## config.mk

```make
export PLATFORM = sky130hd
export DESIGN_NAME = xor_checked_frame_parser
export DESIGN_NICKNAME = d
export VERILOG_FILES = /design/src/rtl/xcfp_pkg.sv /design/src/rtl/xor_checked_frame_parser.sv /design/src/rtl/xcfp_parser.sv
export SDC_FILE = /design/constraint.sdc
export NUM_CORES = 1
export LEC_CHECK = 0
export BUFFER_PORTS_ARGS = -buffer_cell sky130_fd_sc_hd__buf_4
export CAP_MARGIN = 20
export CORE_UTILIZATION = 31
export DETAILED_ROUTE_END_ITERATION = 10
export GPL_ROUTABILITY_DRIVEN = 0
export HOLD_SLACK_MARGIN = 0.15
export RECOVER_POWER = 50
export SYNTH_ARGS = -nofsm -noshare
export SYNTH_HDL_FRONTEND = slang
export SYNTH_SLANG_ARGS = --single-unit
```

## constraint.sdc

```tcl
create_clock -name clk_i -period 11.7 [get_ports clk_i]
set_input_delay 1.755 -clock clk_i [delete_from_list [all_inputs] [get_ports clk_i]]
set_output_delay 1.755 -clock clk_i [all_outputs]
set_load 0.05 [all_outputs]
```

## src/rtl/xcfp_pkg.sv

```systemverilog
// ----------------------------------------------------------------------------
// XOR checked frame parser package
// Shared constants and the result record passed from the parser core to the
// output stage.
// ----------------------------------------------------------------------------
package xcfp_pkg;

  localparam logic [7:0] SYNC_FIRST  = 8'hAA;
  localparam logic [7:0] SYNC_SECOND = 8'hBB;
  localparam int unsigned PAYLOAD_LEN = 5;
  localparam int unsigned COUNT_W = 3;

  localparam logic [1:0] STATUS_NONE      = 2'd0;
  localparam logic [1:0] STATUS_DELIVERED = 2'd1;
  localparam logic [1:0] STATUS_DUPLICATE = 2'd2;
  localparam logic [1:0] STATUS_BAD_CHECK = 2'd3;

  typedef struct packed {
    logic                        packet_end_echo;
    logic [47:0]                 source_station;
    logic [PAYLOAD_LEN-1:0][7:0] payload;
    logic [7:0]                  frame_kind;
    logic [7:0]                  frame_serial;
    logic [1:0]                  frame_status;
  } result_t;

endpackage

```

## src/rtl/xor_checked_frame_parser.sv

```systemverilog
// ----------------------------------------------------------------------------
// XOR checked frame parser
// Finds sync-headed ten byte frames in a byte stream and reports each one.
// ----------------------------------------------------------------------------
// The block takes one byte per clock cycle while input ready is high and returns
// exactly one result per byte. Each byte is parsed by a single compare, XOR and
// state update in the parser core, and the result is registered into a two-entry
// output buffer, so a byte is still accepted in the cycle a pending result waits
// on the master side; input ready drops only when both entries are full.
module xor_checked_frame_parser (
  input  logic          clk_i,
  input  logic          rst_ni,
  input  logic          s_axis_tvalid,
  output logic          s_axis_tready,
  input  logic [55:0]   s_axis_tdata,   // rx_byte [7:0], sender_address [55:8]
  input  logic          s_axis_tlast,
  output logic          m_axis_tvalid,
  input  logic          m_axis_tready,
  output logic [103:0]  m_axis_tdata,   // frame_serial [7:0], frame_kind [15:8],
                                        // payload_0..4 [55:16], source_station [103:56]
  output logic [1:0]    m_axis_tuser,   // frame_status [1:0]
  output logic          m_axis_tlast
);

  xcfp_pkg::result_t res;
  xcfp_pkg::result_t out_q, out_d;
  xcfp_pkg::result_t skid_q, skid_d;
  logic              out_valid_q, out_valid_d;
  logic              skid_valid_q, skid_valid_d;
  logic              take_in;
  logic              out_free;

  assign s_axis_tready = !skid_valid_q;
  assign take_in       = s_axis_tvalid && s_axis_tready;
  assign out_free      = !out_valid_q || m_axis_tready;

  xcfp_parser u_parser (
    .clk_i            (clk_i),
    .rst_ni           (rst_ni),
    .take_i           (take_in),
    .rx_byte_i        (s_axis_tdata[7:0]),
    .sender_address_i (s_axis_tdata[55:8]),
    .packet_end_i     (s_axis_tlast),
    .result_o         (res)
  );

  always_comb begin
    out_d        = out_q;
    skid_d       = skid_q;
    out_valid_d  = out_valid_q;
    skid_valid_d = skid_valid_q;
    if (out_free) begin
      out_valid_d  = skid_valid_q || take_in;
      out_d        = skid_valid_q ? skid_q : res;
      skid_valid_d = 1'b0;
    end else if (take_in) begin
      skid_d       = res;
      skid_valid_d = 1'b1;
    end
  end

  always_ff @(posedge clk_i or negedge rst_ni) begin
    if (!rst_ni) begin
      out_valid_q  <= 1'b0;
      skid_valid_q <= 1'b0;
    end else begin
      out_valid_q  <= out_valid_d;
      skid_valid_q <= skid_valid_d;
    end
  end

  always_ff @(posedge clk_i) begin
    out_q  <= out_d;
    skid_q <= skid_d;
  end

  assign m_axis_tvalid = out_valid_q;
  assign m_axis_tdata  = {out_q.source_station, out_q.payload,
                          out_q.frame_kind, out_q.frame_serial};
  assign m_axis_tuser  = out_q.frame_status;
  assign m_axis_tlast  = out_q.packet_end_echo;

  a_skid_behind_out : assert property (@(posedge clk_i) disable iff (!rst_ni)
    skid_valid_q |-> out_valid_q)
    else $error("Skid entry holds a result while the output entry is empty.");

  a_station_only_delivered : assert property (@(posedge clk_i) disable iff (!rst_ni)
    (out_valid_q && (out_q.frame_status != xcfp_pkg::STATUS_DELIVERED))
      |-> (out_q.source_station == 48'd0))
    else $error("Sender address shown on a result that is not a delivery.");

  a_empty_result_clear : assert property (@(posedge clk_i) disable iff (!rst_ni)
    (out_valid_q && (out_q.frame_status == xcfp_pkg::STATUS_NONE))
      |-> ((out_q.frame_serial == 8'd0) && (out_q.frame_kind == 8'd0)
           && (out_q.payload == '0)))
    else $error("Frame fields are not cleared on a result without a frame.");

endmodule

```

## src/rtl/xcfp_parser.sv

```systemverilog
// ----------------------------------------------------------------------------
// XOR checked frame parser core
// Holds the parse state and turns one received byte into one result record.
// State advances only when a byte transfer is taken.
// ----------------------------------------------------------------------------
module xcfp_parser (
  input  logic                    clk_i,
  input  logic                    rst_ni,
  input  logic                    take_i,
  input  logic [7:0]              rx_byte_i,
  input  logic [47:0]             sender_address_i,
  input  logic                    packet_end_i,
  output xcfp_pkg::result_t       result_o
);

  localparam logic [2:0] PH_HEAD1  = 3'd0;
  localparam logic [2:0] PH_HEAD2  = 3'd1;
  localparam logic [2:0] PH_SERIAL = 3'd2;
  localparam logic [2:0] PH_KIND   = 3'd3;
  localparam logic [2:0] PH_DATA   = 3'd4;
  localparam logic [2:0] PH_CHECK  = 3'd5;

  localparam logic [xcfp_pkg::COUNT_W-1:0] COUNT_FULL =
    xcfp_pkg::COUNT_W'(xcfp_pkg::PAYLOAD_LEN);

  logic [2:0]                        phase_q, phase_d;
  logic [7:0]                        check_q, check_d;
  logic [7:0]                        serial_q, serial_d;
  logic [7:0]                        kind_q, kind_d;
  logic [xcfp_pkg::COUNT_W-1:0]      count_q, count_d;
  logic [7:0]                        last_serial_q, last_serial_d;
  logic                              seen_q, seen_d;
  logic [xcfp_pkg::PAYLOAD_LEN-1:0][7:0] store_q;
  logic                              store_we;
  logic [7:0]                        check_x;
  logic                              is_first;
  logic                              show;
  logic [1:0]                        status;
  logic [47:0]                       station;

  assign is_first = (rx_byte_i == xcfp_pkg::SYNC_FIRST);
  assign check_x  = (phase_q != PH_CHECK) ? (check_q ^ rx_byte_i) : check_q;

  always_comb begin
    phase_d       = phase_q;
    check_d       = check_x;
    serial_d      = serial_q;
    kind_d        = kind_q;
    count_d       = count_q;
    last_serial_d = last_serial_q;
    seen_d        = seen_q;
    store_we      = 1'b0;
    show          = 1'b0;
    status        = xcfp_pkg::STATUS_NONE;
    station       = '0;
    unique case (phase_q)
      PH_HEAD2: begin
        if (rx_byte_i == xcfp_pkg::SYNC_SECOND) begin
          phase_d = PH_SERIAL;
        end else begin
          check_d = is_first ? xcfp_pkg::SYNC_FIRST : check_q;
          phase_d = is_first ? PH_HEAD2 : PH_HEAD1;
        end
      end
      PH_SERIAL: begin
        serial_d = rx_byte_i;
        phase_d  = PH_KIND;
      end
      PH_KIND: begin
        kind_d  = rx_byte_i;
        count_d = '0;
        phase_d = PH_DATA;
      end
      PH_DATA: begin
        if (count_q < COUNT_FULL) begin
          store_we = 1'b1;
          count_d  = count_q + 1'b1;
          if (count_d == COUNT_FULL) begin
            phase_d = PH_CHECK;
          end
        end else begin
          phase_d = PH_CHECK;
        end
      end
      PH_CHECK: begin
        show    = 1'b1;
        phase_d = PH_HEAD1;
        if (check_q == rx_byte_i) begin
          if (seen_q && (serial_q == last_serial_q)) begin
            status = xcfp_pkg::STATUS_DUPLICATE;
          end else begin
            status        = xcfp_pkg::STATUS_DELIVERED;
            last_serial_d = serial_q;
            seen_d        = 1'b1;
            station       = sender_address_i;
          end
        end else begin
          status  = xcfp_pkg::STATUS_BAD_CHECK;
          check_d = is_first ? xcfp_pkg::SYNC_FIRST : (check_q ^ rx_byte_i);
          phase_d = is_first ? PH_HEAD2 : PH_HEAD1;
        end
      end
      default: begin
        check_d = is_first ? xcfp_pkg::SYNC_FIRST : check_x;
        phase_d = is_first ? PH_HEAD2 : PH_HEAD1;
      end
    endcase
  end

  always_ff @(posedge clk_i or negedge rst_ni) begin
    if (!rst_ni) begin
      phase_q       <= PH_HEAD1;
      check_q       <= '0;
      count_q       <= '0;
      last_serial_q <= '0;
      seen_q        <= 1'b0;
    end else if (take_i) begin
      phase_q       <= phase_d;
      check_q       <= check_d;
      count_q       <= count_d;
      last_serial_q <= last_serial_d;
      seen_q        <= seen_d;
    end
  end

  always_ff @(posedge clk_i) begin
    if (take_i) begin
      serial_q <= serial_d;
      kind_q   <= kind_d;
      for (int k = 0; k < xcfp_pkg::PAYLOAD_LEN; k++) begin
        if (store_we && (count_q == xcfp_pkg::COUNT_W'(k))) begin
          store_q[k] <= rx_byte_i;
        end
      end
    end
  end

  always_comb begin
    result_o.frame_status    = status;
    result_o.frame_serial    = show ? serial_q : 8'd0;
    result_o.frame_kind      = show ? kind_q : 8'd0;
    result_o.payload         = show ? store_q : '0;
    result_o.source_station  = station;
    result_o.packet_end_echo = packet_end_i;
  end

endmodule
```

# Word level (Yosys, flattened, before mapping)
# Index checks and enable logic that the tools add are counted.
# Widths: inputs -> output; s select.
# totals
word_cells	114
out_inout_bits	109
register_bits	295
# classes
bitwise_logic	3
order_cmp	1
mux	30
reduce_logical	27
addsub	1
n_eq_ne	18
# op_table
op	count
$mux 48	3
$mux 107	1
$mux 8	8
$mux 40	1
$pmux 8 s3	1
$reduce_and 2->1	10
$eq 8x8->1	2
$eq 8x8->1 const B	2
$mux 3	5
$pmux 3 s5	1
$eq 3x2->1 const B	4
$eq 3x3->1 const B	4
$xor 8x8->8	1
$logic_and 1x1->1	7
$eq 3x1->1 const B	2
$mux 1	6
$mux 2	3
$ne 3x3->1 const B	2
$pmux 3 s2	1
$reduce_and 4->1	1
$reduce_bool 2->1	2
$add 3x1->3 const B	1
$logic_not 3->1	1
$lt 3x3->1 const B	1
other kinds (7)	10

# Longest topological paths before layout
# logic_depth
depth_word	6
mapped_depth	8

# Cells and area by module
# Synthesis repeated with hierarchy kept, for this count alone.
# unflattened
cells_unflattened	749
area_unflattened_um2	12657.1
# by_module_without_submodules
module	seq_area_each_um2	cells_per_inst	instances	area_per_inst_um2
xor_checked_frame_parser	6476.2	342	1	8294.2
xcfp_parser	2257.2	407	1	4362.9

# Least setup slack after synthesis
# No wires, ideal clock.
# synth_path
path_kind	in2reg
start	input port m_axis_tready
end	register skid_q[0] in the netlist's numbering (enable)
n_path_buf	0
cell_stages	2
setup_time_ns	1.061
required_time_ns	10.639
path_slack_ns	1.902
t_arrival_ns	8.737
cell_sequence	nand2b_1 -> nor2_1
# synth_via
elab_chain_len	3
# synth_lines
item	line_no	source
start: declaration	xor_checked_frame_parser.sv:18	input logic m_axis_tready,
$logic_or 1x1->1	xor_checked_frame_parser.sv:35	assign out_free = !out_valid_q || m_axis_tready;
$not 1->1 (no line)	n/a	
$reduce_and 2->1 (no line)	n/a	
end signal: assignment	xor_checked_frame_parser.sv:74	skid_q <= skid_d;
end: declaration	xor_checked_frame_parser.sv:27	xcfp_pkg::result_t skid_q, skid_d;
# No other way between the ends.
# A chain may end at the register's enable or synchronous reset.

# Worst setup path after layout
# layout_path
start	register skid_valid_q
end	output port s_axis_tready
# layout_via
elab_chain_len	1
# layout_lines
item	line_no	source
start: declaration	xor_checked_frame_parser.sv:29	logic skid_valid_q, skid_valid_d;
start signal: assignment	xor_checked_frame_parser.sv:68	skid_valid_q <= skid_valid_d;
$logic_not 1->1	xor_checked_frame_parser.sv:33	assign s_axis_tready = !skid_valid_q;
end: declaration	xor_checked_frame_parser.sv:14	output logic s_axis_tready,
# No other way between the ends.

==> results.md <==
- Status: finished, violations left
- Failing checks: max-capacitance violations, max-slew violations
- Ys Warns: 0
- Synth area leaders: edfxtp_1 (66%), nand2_1 (5.6%), and2_1 (5.2%)
- Clock share of power: 0.325
- Port Buffers: 169
- Gr ovfl total: 0
- P_int: 1.902 mW
- Worst-Margin Slew: 3.362 ns
- Max-slew violations: 150
- CP Launch Type: flip-flop
- Post-cts resize count: 0
- Most frequent cells in the layout: edfxtp_1 (270), nand2_1 (184), clkbuf_1 (103), and2_1 (99), buf_4 (85)
- CTS Buffer Depth: 3
- Crit-path max FO: 40
- FF-to-FF End: m_axis_tlast
- Power per cell area: 187.8 nW/µm²
- Final net count: 1121
- Core area: 38740 µm²
- CP required: 9.95 ns
- Crit Path Category: flip-flop to output pin
- Hold path cells: 1
- Top cell type's share of synthesized area: 0.6643
- First-pass GRT wire length: 43370 µm
- 1st-iter DRT viols: 494
- Register Area: 8733 µm²
- Wire per inst: 17.46 µm
- Syn_nets: 963
- Critical path capture point type: output pin
- Worst r2r path cells: 2
- Final Skew: 0.01101 ns
- Clk root buf: clkbuf_16
- Pre-CTS setup slack: 7.758 ns
- CP top delay family: buffers and inverters
- Max Fclk: 204.3 MHz
- Slowest CP cell: dfrtp_1
- Post-Syn Area: 12210 µm²
- R2R Path Start: skid_valid_q
- Setup slack after layout: 6.805 ns
- H-tree Lvls: 1
- RSZ-0062 raised after global routing: no
- Initial core utilization: 0.3151
- CTS Sinks: 295
- Final period utilization: 0.4184
- Total global routing track utilization: 0.1358
- CTS Hold Buffers Added: 0
- # setup viols final: 0
- Drt first pass iters: 5
- Max capacitance violation total: 4
- # fillers: 3794
- Switching share of power: 0.3023
- Proportion of layout cells with a drive suffix above 1: 0.1789
- Largest net degree at the start of global routing: 97
- Post-synth EDFFs: 270
- Worst Hold Launch: u_parser.seen_q
- Via density per instance: 4.659
- Mapped Cells: 896
- Clock-pin slew on the worst setup and hold paths: 0.06 ns
- Final wirelength: 27790 µm
- Clock latency on the worst-skew pair: 0.56 ns
- Ys async rst share: 0.08475
- Leakage power: 5.623 nW
- DR DRC count: 0
- Min-Delay Endpoint: u_parser.seen_q
- Tightest Hold Check Type: flip-flop to flip-flop
- Remaining antenna violation count: 0
- CP Data Arrival Time: 3.14 ns
- Slew HR: -1.242
- Buf+Inv Stages, Crit Path: 2
- TritonCTS Buffers: 30
- Final hold vios: 0
- Die height: 200.4 µm
- Crit path cell chain: clkinv_2 > buf_4
- Ant diodes: 0
- Total power: 2.727 mW
- DPL Wire Length: 16670 µm
- Vias after detailed routing: 7412
- Die area: 40170 µm²
- Flop pwr share: 0.484
- Most common cell after layout, fill and taps aside: edfxtp_1
- NetSw: 0.8243 mW
- Register bit total from synthesis: 295
- Post-CTS Setup Bufs: 0
- Hold_ws: 0.4772 ns
- Comb power frac: 0.191
- Final core utilization: 0.3748
- Seq/Total Area, Yosys: 0.7155
- Area Overhead vs Synth: 18.96%
- Initial antenna violation count: 1
- Flop-to-flop setup slack: 7.31 ns
- Largest stage delay, worst path: 1.13 ns
- Syn avg cell area: 13.62 µm²
- CTS tree: done
- Yosys top cell by area: edfxtp_1
- Area of the multi-input gates: 3217 µm²
- Count of cell types in the netlist: 55
- Min Tclk post-route: 4.895 ns
- Post-synth top flop: edfxtp_1
- Setup TNS: 0 ns
- Worst VDD drop: 0.1109 mV
- Rows: 72
- Die W: 200.4 µm
- Ports: 170
- Number of global-route vias before repair: 7398
==> synthesized netlist by cell type (all sizes together), types with 4 or more instances <==
master	count
dfrtp	25
nor2	19
xnor2	17
nand2b	6
o211ai	4
o221ai	6
nand4	4
nand2	184
a21oi	11
and3	57
mux2	11
nor2b	8
o21ai	8
ha	6
nor4	5
and2	101
inv	9
edfxtp	270
a31oi	4
nand3	5
buf	16
a31o	48
clkbuf	38
==> metal layers <==
metal / share of wire / GRT usage / wire length (µm) / vias to the layer above
met5: 0.00036 / 0 / 10 / -
met4: 0.018 / 0.04635 / 496 / 2
met3: 0.050 / 0.02192 / 1381 / 34
met2: 0.49 / 0.2269 / 13740 / 196
met1: 0.44 / 0.1793 / 12160 / 3615
li1: - / - / - / 3565
==> layout make-up <==
cell class                 count  share of cell area
clock inverter                11            0.005429
multi-input combinational    538              0.2215
timing repair buffer         180             0.06876
tap                          518             0.04464
inverter                       9            0.002413
sequential                   295              0.6015
clock buffer                  40             0.05575
==> stage by stage <==
| step | std cells | cell area (µm²) |
|---|---|---|
| after floorplan | 896 | 12210 |
| after global placement | 1540 | 14010 |
| after detailed placement | 1540 | 14010 |
| after CTS | 1591 | 14900 |
| after global routing | 1591 | 14520 |
| final | 1591 | 14520 |
==> how the worst max path moves through the flow <==
stage,startpoint,end,slack [ns],depth (start not counted)
final,skid_valid_q,s_axis_tready,6.80,2
after global routing,skid_valid_q,s_axis_tready,6.55,2
after CTS,skid_valid_q,s_axis_tready,7.51,2
after detailed placement,s_axis_tdata[1],m_axis_tdata[98],7.76,7
after global placement,s_axis_tdata[6],m_axis_tdata[93],7.79,7
after floorplan,m_axis_tready,skid_q[0],1.90,2
==> cells by family after synthesis <==
kind of cell	share of synthesized area
adder cells (fa/ha/maj)	0.006151
multiplexers	0.01015
XOR/XNOR	0.01281
AO/OA/AOI/OAI	0.06130
AND/OR/NAND/NOR	0.1722
buffers and inverters	0.02183
flip-flops	0.7155
==> state kept, by name (all words and copies together), names as in the netlist <==
register                count
u_parser.store_q           40
u_parser.count_q            3
skid_valid_q                1
u_parser.kind_q             8
m_axis_tuser                2
u_parser.serial_q           8
u_parser.last_serial_q      8
u_parser.check_q            8
m_axis_tdata              104
m_axis_tvalid               1
skid_q                    107
u_parser.seen_q             1
m_axis_tlast                1
u_parser.phase_q            3
==> power groups by stage <==
stage          clock, mW  sequential (mW)  combinational, mW
4_1_cts            0.909             1.32              0.556
2_1_floorplan          0             1.47              0.242
6_report           0.886             1.32              0.521
5_1_grt            0.946             1.33              0.564
3_5_place_dp           0             1.34              0.555
3_3_place_gp           0             1.34              0.550
Power figures use the tool's default switching activity.
